## config.mk

```make
export PLATFORM = sky130hd
export DESIGN_NAME = encd_ctrl
export DESIGN_NICKNAME = d
export VERILOG_FILES = /design/src/rtl/encd_pkg.sv /design/src/rtl/encd_ctrl.sv
export SDC_FILE = /design/constraint.sdc
export NUM_CORES = 1
export LEC_CHECK = 0
export BUFFER_PORTS_ARGS = -buffer_cell sky130_fd_sc_hd__clkbuf_2
export CORE_ASPECT_RATIO = 1.2
export CORE_MARGIN = 2
export CORE_UTILIZATION = 45
export CTS_BUF_LIST = sky130_fd_sc_hd__clkbuf_8
export CTS_CLUSTER_SIZE = 30
export DETAILED_ROUTE_END_ITERATION = 12
export GPL_ROUTABILITY_DRIVEN = 0
export HOLD_SLACK_MARGIN = 0.1
export PLACE_DENSITY = 0.92
export SLEW_MARGIN = 20
export SYNTH_ARGS = -nofsm -noshare
export SYNTH_HDL_FRONTEND = slang
export SYNTH_SLANG_ARGS = --single-unit
```

## constraint.sdc

```tcl
create_clock -name aclk -period 2.7 [get_ports aclk]
set_input_delay 0.405 -clock aclk [delete_from_list [all_inputs] [get_ports aclk]]
set_output_delay 0.405 -clock aclk [all_outputs]
set_load 0.1 [all_outputs]
```

## src/rtl/encd_pkg.sv

```systemverilog
// Shared types and constants for the elastic-net coordinate descent block.
package encd_pkg;

    localparam int IDX_W     = 6;
    localparam int VAL_W     = 32;
    localparam int FRAC_W    = 24;
    localparam int CMD_W     = 2;
    localparam int SWEEP_W   = 14;
    localparam int SIZE_W    = 7;
    localparam int ALPHA_W   = 17;
    localparam int PEN_W     = 31;
    localparam int CFG_IDX_W = 3;
    localparam int CFG_W     = 31;
    localparam int SWEEP_CAP = 10000;
    localparam int ALPHA_ONE = 65536;

    // datapath widths
    localparam int ACC_W = 72;
    localparam int D_W   = 50;
    localparam int DEN_W = 34;
    localparam int AD_W  = 33;
    localparam int CH_W  = 33;
    localparam int DIV_W = 74;
    localparam int CNT_W = 7;

    localparam int S_DATA_W = 80;
    localparam int M_DATA_W = 56;

    localparam logic [CMD_W-1:0] CMD_LOAD_COV = 2'd0;
    localparam logic [CMD_W-1:0] CMD_LOAD_TGT = 2'd1;
    localparam logic [CMD_W-1:0] CMD_SOLVE    = 2'd2;
    localparam logic [CMD_W-1:0] CMD_UNUSED   = 2'd3;

    localparam logic [CFG_IDX_W-1:0] REG_SIZE   = 3'd0;
    localparam logic [CFG_IDX_W-1:0] REG_ALPHA  = 3'd1;
    localparam logic [CFG_IDX_W-1:0] REG_LAMBDA = 3'd2;
    localparam logic [CFG_IDX_W-1:0] REG_THRESH = 3'd3;
    localparam logic [CFG_IDX_W-1:0] REG_LIMIT  = 3'd4;

    typedef enum logic [3:0] {
        ST_IDLE,
        ST_DOT,
        ST_DRAIN,
        ST_FETCH,
        ST_CALC,
        ST_DIV_LOAD,
        ST_DIV,
        ST_RESULT,
        ST_WRITE,
        ST_CHECK,
        ST_EMIT_RD,
        ST_EMIT_LD
    } encd_state_t;

    typedef struct packed {
        logic [SIZE_W-1:0]  n;
        logic [SWEEP_W-1:0] limit;
        logic [PEN_W-1:0]   al;
        logic [PEN_W-1:0]   ol;
        logic [PEN_W-1:0]   thr;
    } encd_cfg_t;

    typedef struct packed {
        logic               load_cov;
        logic               load_tgt;
        logic               acc_clr;
        logic               dot_rd;
        logic               dot_use;
        logic               fetch;
        logic               calc;
        logic               div_load;
        logic               div_step;
        logic               res;
        logic               coef_wr;
        logic               sweep_clr;
        logic               emit_rd;
        logic               emit_load;
        logic               emit_last;
        logic               conv;
        logic [IDX_W-1:0]   j;
        logic [IDX_W-1:0]   k;
        logic [SWEEP_W-1:0] sweeps;
    } encd_cmd_t;

    typedef struct packed {
        logic conv_hit;
        logic out_free;
    } encd_stat_t;

endpackage

```

## src/rtl/encd_ctrl.sv

```systemverilog
// Sequencer for loads, coordinate sweeps, convergence check and result output.
module encd_ctrl (
    input  logic                         aclk,
    input  logic                         aresetn,
    input  logic                         s_tvalid,
    output logic                         s_tready,
    input  logic [encd_pkg::CMD_W-1:0]   s_cmd,
    input  encd_pkg::encd_cfg_t          cfg,
    input  encd_pkg::encd_stat_t         stat,
    output encd_pkg::encd_cmd_t          cmd
);
    import encd_pkg::*;

    encd_state_t        state_reg, state_next;
    logic [IDX_W-1:0]   j_reg, j_next;
    logic [IDX_W-1:0]   k_reg, k_next;
    logic [CNT_W-1:0]   cnt_reg, cnt_next;
    logic [SWEEP_W-1:0] sweeps_reg, sweeps_next;
    logic               conv_reg, conv_next;

    logic j_last, k_last, accept;

    assign j_last = {1'b0, j_reg} == (cfg.n - SIZE_W'(1));
    assign k_last = {1'b0, k_reg} == (cfg.n - SIZE_W'(1));
    assign accept = (state_reg == ST_IDLE) && s_tvalid;

    always_ff @(posedge aclk) begin
        if (!aresetn) begin
            state_reg  <= ST_IDLE;
            j_reg      <= '0;
            k_reg      <= '0;
            cnt_reg    <= '0;
            sweeps_reg <= '0;
            conv_reg   <= 1'b0;
        end else begin
            state_reg  <= state_next;
            j_reg      <= j_next;
            k_reg      <= k_next;
            cnt_reg    <= cnt_next;
            sweeps_reg <= sweeps_next;
            conv_reg   <= conv_next;
        end
    end

    // next state
    always_comb begin
        state_next = state_reg;
        case (state_reg)
            ST_IDLE:     if (accept && s_cmd == CMD_SOLVE) state_next = ST_DOT;
            ST_DOT:      if (k_last) state_next = ST_DRAIN;
            ST_DRAIN:    state_next = ST_FETCH;
            ST_FETCH:    state_next = ST_CALC;
            ST_CALC:     state_next = ST_DIV_LOAD;
            ST_DIV_LOAD: state_next = ST_DIV;
            ST_DIV:      if (cnt_reg == CNT_W'(DIV_W - 1)) state_next = ST_RESULT;
            ST_RESULT:   state_next = ST_WRITE;
            ST_WRITE:    state_next = j_last ? ST_CHECK : ST_DOT;
            ST_CHECK: begin
                if (stat.conv_hit || sweeps_reg > cfg.limit)
                    state_next = ST_EMIT_RD;
                else
                    state_next = ST_DOT;
            end
            ST_EMIT_RD:  state_next = ST_EMIT_LD;
            ST_EMIT_LD: begin
                if (stat.out_free) state_next = j_last ? ST_IDLE : ST_EMIT_RD;
            end
            default:     state_next = ST_IDLE;
        endcase
    end

    // counters
    always_comb begin
        j_next      = j_reg;
        k_next      = k_reg;
        cnt_next    = cnt_reg;
        sweeps_next = sweeps_reg;
        conv_next   = conv_reg;
        case (state_reg)
            ST_IDLE: begin
                if (accept && s_cmd == CMD_SOLVE) begin
                    j_next      = '0;
                    k_next      = '0;
                    sweeps_next = '0;
                end
            end
            ST_DOT:      if (!k_last) k_next = k_reg + IDX_W'(1);
            ST_DIV_LOAD: cnt_next = '0;
            ST_DIV:      cnt_next = cnt_reg + CNT_W'(1);
            ST_WRITE: begin
                if (j_last) begin
                    sweeps_next = sweeps_reg + SWEEP_W'(1);
                end else begin
                    j_next = j_reg + IDX_W'(1);
                    k_next = '0;
                end
            end
            ST_CHECK: begin
                j_next    = '0;
                k_next    = '0;
                conv_next = stat.conv_hit;
            end
            ST_EMIT_LD:  if (stat.out_free && !j_last) j_next = j_reg + IDX_W'(1);
            default: ;
        endcase
    end

    // outputs
    always_comb begin
        cmd          = '0;
        cmd.j        = j_reg;
        cmd.k        = k_reg;
        cmd.sweeps   = sweeps_reg;
        cmd.conv     = conv_reg;
        cmd.emit_last = j_last;
        s_tready     = 1'b0;
        case (state_reg)
            ST_IDLE: begin
                s_tready      = 1'b1;
                cmd.load_cov  = accept && s_cmd == CMD_LOAD_COV;
                cmd.load_tgt  = accept && s_cmd == CMD_LOAD_TGT;
                cmd.sweep_clr = accept && s_cmd == CMD_SOLVE;
            end
            ST_DOT: begin
                cmd.dot_rd  = 1'b1;
                cmd.dot_use = k_reg != j_reg;
                cmd.acc_clr = k_reg == '0;
            end
            ST_FETCH:    cmd.fetch = 1'b1;
            ST_CALC:     cmd.calc = 1'b1;
            ST_DIV_LOAD: cmd.div_load = 1'b1;
            ST_DIV:      cmd.div_step = 1'b1;
            ST_RESULT:   cmd.res = 1'b1;
            ST_WRITE:    cmd.coef_wr = 1'b1;
            ST_CHECK:    cmd.sweep_clr = 1'b1;
            ST_EMIT_RD:  cmd.emit_rd = 1'b1;
            ST_EMIT_LD:  cmd.emit_load = stat.out_free;
            default: ;
        endcase
    end

endmodule

```

Yosys cells after proc, flatten, opt, wreduce, memory -nomap -nowiden
Index checks and enable logic that the tools add are counted.

word-level totals
  logic and storage cells = 86
  bits in registers = 38
  input port bits = 121
  output and inout bits = 43

operators by class
  eq/ne operators = 25
  reduce and logical (&&, ||, !) cells = 18
  magnitude comparators = 1
  mux-type cells = 31
  add/sub/neg operators = 5

operators with widths
  kind                                                                   number
  4-bit case mux with 12 select lines                                    1
  6-bit case mux with 4 select lines                                     2
  6-bit two-way mux                                                      5
  14-bit two-way mux                                                     2
  4-bit two-way mux                                                      7
  14-bit case mux with 2 select lines                                    1
  4-bit by 3-bit equality test with 1-bit output, second input constant  4
  4-bit equality test, second input constant                             4
  14-bit by 1-bit adder with 14-bit output, second input constant        1
  6-bit by 7-bit equality test with 1-bit output                         2
  14-bit > comparator                                                    1
  2-bit != test, second input constant                                   7
  7-bit case mux with 2 select lines                                     1
  6-bit by 1-bit adder with 6-bit output, second input constant          2
  4-bit AND reduction                                                    3
  1-bit two-way mux                                                      9
  4-bit by 2-bit equality test with 1-bit output, second input constant  2
  4-bit nonzero test                                                     2
  7-bit by 1-bit adder with 7-bit output, second input constant          1
  7-bit equality test, second input constant                             1
  7-bit by 1-bit subtractor with 7-bit output, second input constant     1
  6-bit zero test                                                        1
  6-bit != test                                                          1
  1-bit logical AND                                                      5
  13 further kinds                                                       14

Depth between registers and ports, before layout
  depth in word-level cells = 6
  depth in mapped cells = 10
  depth with buffers taken out = 9

Least setup slack after synthesis
No wires, ideal clock.

  kind = register to output
  start = register state_reg[1]
  end = output cmd[41] in the netlist's numbering
  arrival = 6089 ps
  cell stages (with the launch flop) = 5
  required time = 2295 ps
  path buffers = 1
  setup slack = -3794 ps
  path through = dfxtp_1 clkbuf_1 or2_2 nor3_1 nor4bb_1

RTL lines
  item                    RTL line         RTL
  from (decl)             encd_ctrl.sv:14  encd_state_t state_reg, state_next;
  from (signal assigned)  encd_ctrl.sv:36  state_reg <= state_next;
  to (decl)               encd_ctrl.sv:10  output encd_pkg::encd_cmd_t cmd

==> results.json <==
{
  "cp.arrival_ps": 2180,
  "min-delay-path-class": "primary input to flip-flop",
  "ios": 164,
  "n_antenna_cell": 0,
  "hold_path_end": "conv_reg$_SDFFE_PN0P_",
  "final_area_sq_um": 3560,
  "dieArea_sq_um": 7090,
  "routed_wl_microns": 7740,
  "fmax_ghz": 0.387,
  "tightest_slew_ps": 718,
  "synth_area_leader_cell": "dfxtp_1",
  "cpMostUsedCell": "inv_1",
  "rr_startpoint": "j_reg[2]$_SDFFE_PN0P_",
  "ir_drop_v": 0.000287,
  "leakagePower_nw": 1.63,
  "power_density_nw_per_um2": 414,
  "netlist.area_leader.share_pct": 26.3,
  "postCtsSetupRepairBufs": 0,
  "synthToLayoutAreaGrowth_pct": 23.2,
  "outcome": "finished clean",
  "cp.depth": 9,
  "ctsLongestPathBuffers": 2,
  "critPathMaxStageDelay_ps": 360,
  "start_util_pct": 45.7,
  "track_usage_pct": 23.0,
  "setup_viol": 0,
  "cap_violations": 0,
  "clk_latency_ps": 290,
  "rrSetupSlack_ps": 250,
  "min_delay_path_depth": 3,
  "stdcell_count": 524,
  "drtIter0Drc": 217,
  "post_dp_cell_area_sq_um": 3410,
  "ff2ff_path_depth": 8,
  "required_ps": 2300,
  "dp_hpwl_microns": 6040,
  "utilization_pct": 56.3,
  "cts_root_buf": "clkbuf_8",
  "final_common_cell": "clkbuf_2",
  "p_total_mw": 1.47,
  "min_period_over_period_pct": 95.6,
  "rsz0062_at_grt": "no",
  "end_kind": "primary output",
  "slowest_stage": "xor3_1",
  "dp_cells": 516,
  "cts_tree": "done",
  "port_buffers": 70,
  "synth_ff_type": "dfxtp_1",
  "grt.overflow.total": 0,
  "critPathTopFamily": "simple AND/OR/NAND/NOR gates",
  "synth_cell_types": 53,
  "clock-sinks": 38,
  "num-fill-cells": 589,
  "die_h_microns": 91.8,
  "setup_tns_ps": 0,
  "fin_nets": 580,
  "path_max_fanout": 4,
  "h-tree-depth": 2,
  "r2r_end": "sweeps_reg[10]$_SDFFE_PN0P_",
  "mostFrequentLayoutCells": "clkbuf_2, nand2_1, nor2_1, dfxtp_1, inv_1",
  "vias": 2990,
  "async_flop_share_pct": 0,
  "grt_pass1_wl_microns": 13300,
  "synthTopCellsByArea": "dfxtp_1, ha_1, xnor2_1",
  "drc": 0,
  "wire_per_inst_microns": 14.8,
  "clkTransAtPathRegs_ps": 80,
  "dr.pass1.iters": 4,
  "cts_resized": 0,
  "syn_inst": 368,
  "crit_type": "primary input to primary output",
  "start_kind": "primary input",
  "ys_seq_area_share_pct": 26.3,
  "cts_hold_buf": 0,
  "post-route-min-period_ps": 2580,
  "vias_per_cell": 5.71,
  "drive_gt1_share_pct": 24.8,
  "antenna_left": 0,
  "hp-start": "stat[1]",
  "grt_max_degree": 21,
  "skew_ps": 6.32,
  "drv_slew": 0,
  "netlist_area_sq_um": 2890,
  "core-area_sq_um": 6330,
  "grt_pass1_vias": 2888,
  "path_cells": "clkbuf_2 > inv_1 > ha_1 > xor3_1 > nor3_1 > and4_4 > nand3_2 > inv_1 > buf_12",
  "crit_buf_inv": 4,
  "numCtsBuffers": 5,
  "chipWidth_microns": 77.2,
  "antenna_found_initial": 0,
  "synth_area_per_cell_sq_um": 7.86,
  "synth_nets": 510,
  "synth.ff_latch_count": 38,
  "slew_headroom_pct": 52.0,
  "row_count": 32,
  "largest_register_ffs": 14,
  "synth_edf_count": 0,
  "finalHoldViolations": 0,
  "yosys_warnings": 0
}
[worst reg2reg max path, stage by stage, from the launching register on]
cell and delay (ps):
dfxtp_2 410, xor3_1 440, nor3_1 240, and4_4 290, and2_1 150, a31oi_1 90, buf_4 200, o311ai_0 360
o41ai_1 130
[stage by stage]
step                hold WS [ps]  worst slack, ps
detailed placement           454            -59.5
global route                 419             20.4
global placement             440             61.8
CTS                          404             22.8
floorplan                    423             -521
finish                       406              119
[worst max path at each step]
stage,startpoint,to,slack (ps)
after floorplan,state_reg[1]$_SDFFE_PN0P_,cmd[41],-520
after global placement,cfg[108],sweeps_reg[3]$_SDFFE_PN0P_,60
after detailed placement,cfg[108],sweeps_reg[10]$_SDFFE_PN0P_,-60
after CTS,cfg[108],cmd[27],20
after global routing,cfg[108],cmd[27],20
final,cfg[108],cmd[27],120
[cell usage after synthesis, drive strengths merged (3+ instances only)]
cell type / n
a211oi: 3
a21boi: 3
a21oi: 24
and2: 4
and3: 5
and4: 4
buf: 5
clkbuf: 10
dfxtp: 38
ha: 21
inv: 31
mux2i: 3
nand2: 36
nand2b: 4
nand3: 16
nand3b: 5
nand4: 7
nor2: 37
nor3: 12
nor4: 5
o211ai: 8
o21ai: 18
o31ai: 3
or3: 7
or4: 6
xnor2: 16
xnor3: 4
xor2: 9
[routing by layer]
layer | vias to the layer above | global-route usage, % | share of wire [%]
li1 | 1442 | - | -
met1 | 1419 | 26.4 | 41
met2 | 119 | 41.7 | 50
met3 | 10 | 4.63 | 7.1
met4 | 0 | 8.63 | 1.5
met5 | - | 0 | 0
[area by class of cell]
class / instances / area, sq um / share of cell area (%)
inverter: 31 / 116 / 3.27
clock buffer: 6 / 82.6 / 2.32
multi-input combinational: 284 / 2000 / 56.2
sequential: 38 / 764 / 21.5
tap: 85 / 106 / 2.99
clock inverter: 2 / 60.1 / 1.69
timing repair buffer: 78 / 430 / 12.1
[kinds of logic after synthesis]
kind of cell / count (synthesis) / synth area share (%)
DFF: 38 / 26.3
muxes: 3 / 1.04
buffers and inverters: 46 / 6.62
and+or+nand+nor: 156 / 28.1
xor gates and xnor gates: 31 / 12.5
adders and majority gates: 21 / 9.09
AOI/OAI and AO/OA: 73 / 16.4
[power breakdown]
part | internal [mW] | switching (mW)
logic | 0.0959 | 0.198
registers | 0.565 | 0.0115
clock network | 0.394 | 0.209
total | 1.05 | 0.418
Power figures use the tool's default switching activity.
