==> src/rtl/encd_pkg.sv <==
// Shared types and constants for the elastic-net coordinate descent block.
package encd_pkg;

    localparam int IDX_W     = 6;
    localparam int VAL_W     = 32;
    localparam int FRAC_W    = 24;
    localparam int CMD_W     = 2;
    localparam int SWEEP_W   = 14;
    localparam int SIZE_W    = 7;
    localparam int ALPHA_W   = 17;
    localparam int PEN_W     = 31;
    localparam int CFG_IDX_W = 3;
    localparam int CFG_W     = 31;
    localparam int SWEEP_CAP = 10000;
    localparam int ALPHA_ONE = 65536;

    // datapath widths
    localparam int ACC_W = 72;
    localparam int D_W   = 50;
    localparam int DEN_W = 34;
    localparam int AD_W  = 33;
    localparam int CH_W  = 33;
    localparam int DIV_W = 74;
    localparam int CNT_W = 7;

    localparam int S_DATA_W = 80;
    localparam int M_DATA_W = 56;

    localparam logic [CMD_W-1:0] CMD_LOAD_COV = 2'd0;
    localparam logic [CMD_W-1:0] CMD_LOAD_TGT = 2'd1;
    localparam logic [CMD_W-1:0] CMD_SOLVE    = 2'd2;
    localparam logic [CMD_W-1:0] CMD_UNUSED   = 2'd3;

    localparam logic [CFG_IDX_W-1:0] REG_SIZE   = 3'd0;
    localparam logic [CFG_IDX_W-1:0] REG_ALPHA  = 3'd1;
    localparam logic [CFG_IDX_W-1:0] REG_LAMBDA = 3'd2;
    localparam logic [CFG_IDX_W-1:0] REG_THRESH = 3'd3;
    localparam logic [CFG_IDX_W-1:0] REG_LIMIT  = 3'd4;

    typedef enum logic [3:0] {
        ST_IDLE,
        ST_DOT,
        ST_DRAIN,
        ST_FETCH,
        ST_CALC,
        ST_DIV_LOAD,
        ST_DIV,
        ST_RESULT,
        ST_WRITE,
        ST_CHECK,
        ST_EMIT_RD,
        ST_EMIT_LD
    } encd_state_t;

    typedef struct packed {
        logic [SIZE_W-1:0]  n;
        logic [SWEEP_W-1:0] limit;
        logic [PEN_W-1:0]   al;
        logic [PEN_W-1:0]   ol;
        logic [PEN_W-1:0]   thr;
    } encd_cfg_t;

    typedef struct packed {
        logic               load_cov;
        logic               load_tgt;
        logic               acc_clr;
        logic               dot_rd;
        logic               dot_use;
        logic               fetch;
        logic               calc;
        logic               div_load;
        logic               div_step;
        logic               res;
        logic               coef_wr;
        logic               sweep_clr;
        logic               emit_rd;
        logic               emit_load;
        logic               emit_last;
        logic               conv;
        logic [IDX_W-1:0]   j;
        logic [IDX_W-1:0]   k;
        logic [SWEEP_W-1:0] sweeps;
    } encd_cmd_t;

    typedef struct packed {
        logic conv_hit;
        logic out_free;
    } encd_stat_t;

endpackage

==> src/rtl/encd_cfg.sv <==
// Configuration registers with range clamping and the two penalty products.
module encd_cfg #(
    parameter int MAX_SIZE = 64
) (
    input  logic                             aclk,
    input  logic                             aresetn,
    input  logic                             cfg_we,
    input  logic [encd_pkg::CFG_IDX_W-1:0]   cfg_index,
    input  logic [encd_pkg::CFG_W-1:0]       cfg_wdata,
    output encd_pkg::encd_cfg_t              cfg
);
    import encd_pkg::*;

    logic [SIZE_W-1:0]  size_reg;
    logic [ALPHA_W-1:0] alpha_reg;
    logic [PEN_W-1:0]   lambda_reg;
    logic [PEN_W-1:0]   thr_reg;
    logic [SWEEP_W-1:0] limit_reg;
    logic [PEN_W-1:0]   al_reg, al_next;
    logic [PEN_W-1:0]   ol_reg, ol_next;

    logic [ALPHA_W-1:0]       a_eff;
    logic [ALPHA_W+PEN_W-1:0] al_prod, ol_prod;
    logic [SIZE_W-1:0]        n_eff;
    logic [SWEEP_W-1:0]       limit_eff;

    always_ff @(posedge aclk) begin
        if (!aresetn) begin
            size_reg   <= SIZE_W'(64);
            alpha_reg  <= ALPHA_W'(32768);
            lambda_reg <= PEN_W'(16777216);
            thr_reg    <= PEN_W'(16777);
            limit_reg  <= SWEEP_W'(SWEEP_CAP);
        end else if (cfg_we) begin
            case (cfg_index)
                REG_SIZE:   size_reg   <= cfg_wdata[SIZE_W-1:0];
                REG_ALPHA:  alpha_reg  <= cfg_wdata[ALPHA_W-1:0];
                REG_LAMBDA: lambda_reg <= cfg_wdata[PEN_W-1:0];
                REG_THRESH: thr_reg    <= cfg_wdata[PEN_W-1:0];
                REG_LIMIT:  limit_reg  <= cfg_wdata[SWEEP_W-1:0];
                default: ;
            endcase
        end
    end

    always_comb begin
        a_eff   = (alpha_reg > ALPHA_W'(ALPHA_ONE)) ? ALPHA_W'(ALPHA_ONE) : alpha_reg;
        al_prod = (ALPHA_W+PEN_W)'(a_eff) * (ALPHA_W+PEN_W)'(lambda_reg)
                  + (ALPHA_W+PEN_W)'(32768);
        ol_prod = (ALPHA_W+PEN_W)'(ALPHA_W'(ALPHA_ONE) - a_eff)
                  * (ALPHA_W+PEN_W)'(lambda_reg) + (ALPHA_W+PEN_W)'(32768);
        al_next = al_prod[16 +: PEN_W];
        ol_next = ol_prod[16 +: PEN_W];
        if (size_reg == '0)
            n_eff = SIZE_W'(1);
        else if (size_reg > SIZE_W'(MAX_SIZE))
            n_eff = SIZE_W'(MAX_SIZE);
        else
            n_eff = size_reg;
        limit_eff = (limit_reg > SWEEP_W'(SWEEP_CAP)) ? SWEEP_W'(SWEEP_CAP) : limit_reg;
    end

    always_ff @(posedge aclk) begin
        al_reg <= al_next;
        ol_reg <= ol_next;
    end

    assign cfg.n     = n_eff;
    assign cfg.limit = limit_eff;
    assign cfg.al    = al_reg;
    assign cfg.ol    = ol_reg;
    assign cfg.thr   = thr_reg;

endmodule

==> config.mk <==
export PLATFORM = sky130hd
export DESIGN_NAME = encd_cfg
export DESIGN_NICKNAME = d
export VERILOG_FILES = /design/src/rtl/encd_pkg.sv /design/src/rtl/encd_cfg.sv
export SDC_FILE = /design/constraint.sdc
export NUM_CORES = 2
export LEC_CHECK = 0
export ABC_CLOCK_PERIOD_IN_PS = 18300
export BUFFER_PORTS_ARGS = -buffer_cell sky130_fd_sc_hd__buf_2
export CORE_MARGIN = 4
export CORE_UTILIZATION = 51
export DETAILED_ROUTE_END_ITERATION = 8
export PLACE_DENSITY = 0.77
export SYNTH_ARGS = -nofsm -noshare
export SYNTH_HDL_FRONTEND = slang
export SYNTH_SLANG_ARGS = --single-unit
==> constraint.sdc <==
create_clock -name aclk -period 18.3 [get_ports aclk]
set_clock_uncertainty 0.15 [all_clocks]
set_input_delay 1.83 -clock aclk [delete_from_list [all_inputs] [get_ports aclk]]
set_output_delay 1.83 -clock aclk [all_outputs]
set_load 0.01 [all_outputs]
# Yosys cells after proc, flatten, opt, wreduce, memory -nomap -nowiden
# Cells that the tools add are included.
# word_totals
out_inout_bits,114
regBits,162
wordCells,30
inputBits,37
# classes
mul,2
mux,4
n_addsub,3
eq_ne,4
order_cmp,3
n_reduce_logical,7
# op_table
cell,n
$add A47 B16 Y47 const B,2
$mul A17 B31 Y47,1
$mul A18 B32 Y47,1
$sub A17 B17 Y18 const A,1
$gt A17 B17 Y1 const B,1
$mux W17,1
$gt A14 B14 Y1 const B,1
$mux W14,1
$mux W7,2
$reduce_and A2 Y1,5
$gt A7 B7 Y1 const B,1
$logic_not A7 Y1,1
$eq A3 B2 Y1 const B,2
$eq A3 B1 Y1 const B,1
$eq A3 B3 Y1 const B,1
$logic_not A3 Y1,1

# Depth between registers and ports, before layout
# logic_depth
ltp_word,5
mapped_depth,34
ltp_nobuf,30

# Worst setup path after synthesis
# OpenSTA, ideal clock, no wires.
# synth_timing
path_kind,register to register
from,register alpha_reg[16]
to,register ol_reg[24]
stages_incl_launch_ff,33
period_less_slack_ns,7.866
arrival_time_ns,7.598
setup_time_ns,0.118
path_buffers,4
path_slack_ns,10.434
t_required_ns,18.032
path_cell_list,dfxtp_1 > buf_4 > clkbuf_1 > nor2b_1 > clkbuf_1 > inv_1 > ha_1 > nand3_1 > nor2_1 > xnor2_1 > clkbuf_1 > nand2_1 > fa_1 > inv_1 > fa_1 > inv_1 > fa_1 > inv_1 > fa_1 > fa_1 > inv_1 > fa_1 > inv_1 > ha_1 > a211oi_1 > o21ai_0 > nand2_1 > o32a_1 > and3_1 > nor3b_1 > a21oi_1 > o21ba_2 > xnor2_1
# synth_between
elab_chain_cells,5
# synth_lines
element,line,source
start: declaration,encd_cfg.sv:15,logic [ALPHA_W-1:0] alpha_reg;
start signal: assignment,encd_cfg.sv:37,REG_ALPHA: alpha_reg <= cfg_wdata[ALPHA_W-1:0];
$gt A17 B17 Y1,encd_cfg.sv:47,a_eff = (alpha_reg > ALPHA_W'(ALPHA_ONE)) ? ALPHA_W'(ALPHA_ONE) : alpha_reg;
$mux W17 *,encd_cfg.sv:47,
$sub A17 B17 Y18 *,encd_cfg.sv:50,ol_prod = (ALPHA_W+PEN_W)'(ALPHA_W'(ALPHA_ONE) - a_eff)
$mul A18 B32 Y47 *,encd_cfg.sv:51,* (ALPHA_W+PEN_W)'(lambda_reg) + (ALPHA_W+PEN_W)'(32768);
$add A47 B16 Y47 *,encd_cfg.sv:51,
named net ol_prod[40],encd_cfg.sv:23,"logic [ALPHA_W+PEN_W-1:0] al_prod, ol_prod;"
end signal: assignment,encd_cfg.sv:65,ol_reg <= ol_next;
end: declaration,encd_cfg.sv:20,"logic [PEN_W-1:0] ol_reg, ol_next;"
# Mark *: on every way through the listed nets, which the timed path passes. The rest lies on a longest branch.
# A chain may end at the register's enable or synchronous reset.

# Worst setup path in the final report
# Same ends and word-level chain as after synthesis.

==> metrics.txt <==
status complete, no violations; Routed WL 97,700 um; gr ovfl total 0; clock slew at reported path FFs 0.08 ns; first-pass GRT wire length 165,000 um; Data arrival, critical path 9.66 ns; DRT iter0 DRCs 2,069; CTS tree built; Synth Register Bits 162; core area 0.0761 mm2; register area share after synthesis 0.0826; unique cell type count in the Yosys netlist 67; R2R depth 29; die area 0.0814 mm2; Gate power share 0.405; synthesized cell area 0.0392 mm2; I/O pin total 151; top post-synthesis cells by area fa_1 46%, inv_1 11%, nand2_1 9.3%; hold_ws 0.314 ns; critical path's most frequent cell fa_1; slowest stage delay, CP 0.60 ns; Slowest cell on crit path buf_4; drt drc 0; Initial Util 0.516; Hold Startpoint thr_reg[27]$_SDFFE_PN0P_; # Max-Cap Violations 0; First-pass DRT Iterations 8; maximum VDD drop 67.2 uV; CTS Hold Bufs 0; fillers 6,950; Clock power frac 0.289; setup bufs post-CTS 0; ANT nets after route 0; antenna cells 0; hold depth 2; htree depth 4; endpoints failing setup 0; Rows 101; fin. max-slew vios 0; Avg WL per Cell 17.4 um; Die Height 285 um; Total GRT Usage 0.253; Worst R2R Setup Slack 8.87 ns; Leakage 21.7 nW; post-synthesis area per instance 8.55 um2; fin crit period 9.43 ns; RR Endpoint ol_reg[24]$_DFF_P_; Setup CP Type register to register; die width 285 um; Most used DFF post-synth dfxtp_1; Clock Tree Root clkbuf_16; synth-to-layout area growth 5.94%; DP HPWL 74,100 um; TNS Setup 0 ns; Critical R2R Launch alpha_reg[16]$_SDFFE_PN0P_; vias in the first global route 32,500; clock sink count 162; crit path max fanout 49; asr flop ratio synth 0; largest net degree at the start of global routing 101; maximum clock path buffer count 2; FF/Latch Area 0.00326 mm2; crit end category register; pwr dens 32.5 mW/mm2; post-CTS sizing 0; Non-Filler Instances 5,630; I/O Buffers 150; Layout Nets 5,796; proportion of netlist area held by the largest area contributor 0.458; vias 29,800; final period utilization 0.515; Worst setup SP type register; worst-margin pin slew 1.42 ns; Worst Hold Class register to register; top cell type by total area after synthesis fa_1; Final GP Congestion 0.884; Cell Int Power 0.777 mW; Critical Path RT 18.53 ns; net switching power 0.574 mW; Slew HR 0.0499; via/cell ratio 5.30; post-synthesis cell count 4,592; Multi-input gate area 0.0309 mm2; RSZ-0062 raised after global routing false; layout cells sized above 1 0.0620; number of synthesized flops with an enable pin 0; placed cells 5,598; switching part of the total 0.425; Warnings, synthesis 0; Hold Path Sink thr_reg[27]$_SDFFE_PN0P_; Hold Fails Final Rpt 0; clk_lat worst skew 0.49 ns; sequential power share 0.305; Max Clock Freq 0.106 GHz; initial antenna violation count 0; TritonCTS Buffers 17
cell usage in the layout (no fill, tap or decap), types with 11 or more instances in the layout:
| cell type | netlist | layout |
|---|---|---|
| and2_1 | 307 | 307 |
| a21oi_1 | 69 | 68 |
| inv_1 | 1166 | 1166 |
| xor2_1 | 21 | 19 |
| nor2_1 | 54 | 53 |
| a21boi_0 | 89 | 89 |
| buf_2 | 5 | 150 |
| nor2b_2 | 0 | 11 |
| a21o_1 | 24 | 24 |
| nand3_1 | 39 | 39 |
| clkbuf_16 | 0 | 17 |
| nor3_1 | 19 | 19 |
| nand2_1 | 970 | 970 |
| conb_1 | 2 | 30 |
| buf_4 | 1 | 48 |
| dfxtp_2 | 0 | 13 |
| ha_1 | 275 | 275 |
| nor2b_1 | 36 | 20 |
| o21ai_0 | 33 | 33 |
| dfxtp_1 | 162 | 149 |
| xnor2_1 | 54 | 47 |
| fa_1 | 897 | 897 |
synthesized netlist by cell type, types with 3 or more instances:
| cell type | count |
|---|---|
| a211oi_1 | 9 |
| ha_1 | 275 |
| buf_1 | 11 |
| nand2_1 | 970 |
| or2_2 | 5 |
| clkbuf_1 | 233 |
| fa_1 | 897 |
| a21oi_1 | 69 |
| o22ai_1 | 4 |
| and3_1 | 8 |
| buf_2 | 5 |
| a22oi_1 | 3 |
| o21ai_0 | 33 |
| nand2b_1 | 10 |
| o31ai_1 | 5 |
| o21bai_1 | 7 |
| nand3_1 | 39 |
| nand4_1 | 10 |
| and4_1 | 3 |
| dfxtp_1 | 162 |
| mux2_2 | 3 |
| nor3_1 | 19 |
| xor2_1 | 21 |
| a21o_1 | 24 |
| nor2b_1 | 36 |
| a21boi_0 | 89 |
| xnor2_1 | 54 |
| inv_1 | 1166 |
| nor2_1 | 54 |
| and2_1 | 307 |
| a41oi_1 | 5 |
| o21a_1 | 6 |
| a31oi_1 | 7 |
| a211o_1 | 4 |
per-layer routing:
layer | up-vias | global-route usage | routed length (um)
met5 | - | 0 | 0
met3 | 350 | 0.0399 | 6560
li1 | 13100 | - | -
met1 | 15300 | 0.296 | 35200
met2 | 1093 | 0.453 | 50600
met4 | 0 | 0.124 | 5350
power by group through the flow:
stage / clock network [mW] / registers, mW / logic, mW
floorplan: 0 / 0.431 / 0.355
global placement: 0 / 0.422 / 0.537
detailed placement: 0 / 0.422 / 0.551
CTS: 0.400 / 0.414 / 0.555
global route: 0.413 / 0.417 / 0.623
finish: 0.391 / 0.412 / 0.548
final cells by class:
type                       instances  area share
clock buffer                      17      0.0102
multi-input combinational       3042       0.744
tap                             1030      0.0310
clock inverter                    15     0.00391
sequential                       162      0.0784
timing repair buffer             198      0.0267
inverter                        1166       0.105
metrics by stage:
stage	util	total power [mW]	cell area (um2)	worst slack [ns]
after floorplan	-	0.786	39300	10.43
after global placement	0.539	0.959	41000	9.29
after detailed placement	0.539	0.973	41000	9.04
after CTS	0.546	1.37	41600	9.03
after global routing	0.546	1.45	41600	8.32
final	0.546	1.35	41600	8.87
logic make-up (layout without fill, tap and decap cells):
kind of cell / Yosys count / in the layout / share of synthesized area
compound gates: 285 / 285 / 0.0489
fa+ha+maj: 1172 / 1172 / 0.545
flops: 162 / 162 / 0.0826
buf+inv: 1416 / 1396 / 0.136
xor+xnor: 75 / 75 / 0.0167
simple gates: 1477 / 1477 / 0.170
mux: 3 / 3 / 0.000861
other cells: 2 / 30 / 0.000191
worst max path at each step:
| stage | start | end | cells past startpoint |
|---|---|---|---|
| floorplan | alpha_reg[16]$_SDFFE_PN0P_ | ol_reg[24]$_DFF_P_ | 32 |
| global placement | alpha_reg[16]$_SDFFE_PN0P_ | ol_reg[24]$_DFF_P_ | 29 |
| finish | alpha_reg[16]$_SDFFE_PN0P_ | ol_reg[24]$_DFF_P_ | 29 |
| global route | alpha_reg[16]$_SDFFE_PN0P_ | ol_reg[22]$_DFF_P_ | 27 |
| detailed placement | alpha_reg[16]$_SDFFE_PN0P_ | ol_reg[24]$_DFF_P_ | 29 |
| CTS | alpha_reg[16]$_SDFFE_PN0P_ | ol_reg[24]$_DFF_P_ | 29 |
critical path, delay by kind of cell (launching register included):
kind	cells	cell delay, ns
XOR/XNOR	1	0.11
buffers and inverters	4	1.07
adder cells (fa/ha/maj)	7	3.12
multiplexers	1	0.27
AND/OR/NAND/NOR	10	2.61
AO/OA/AOI/OAI	6	1.48
flip-flops	1	0.47
(Power assumes the default switching activity.)
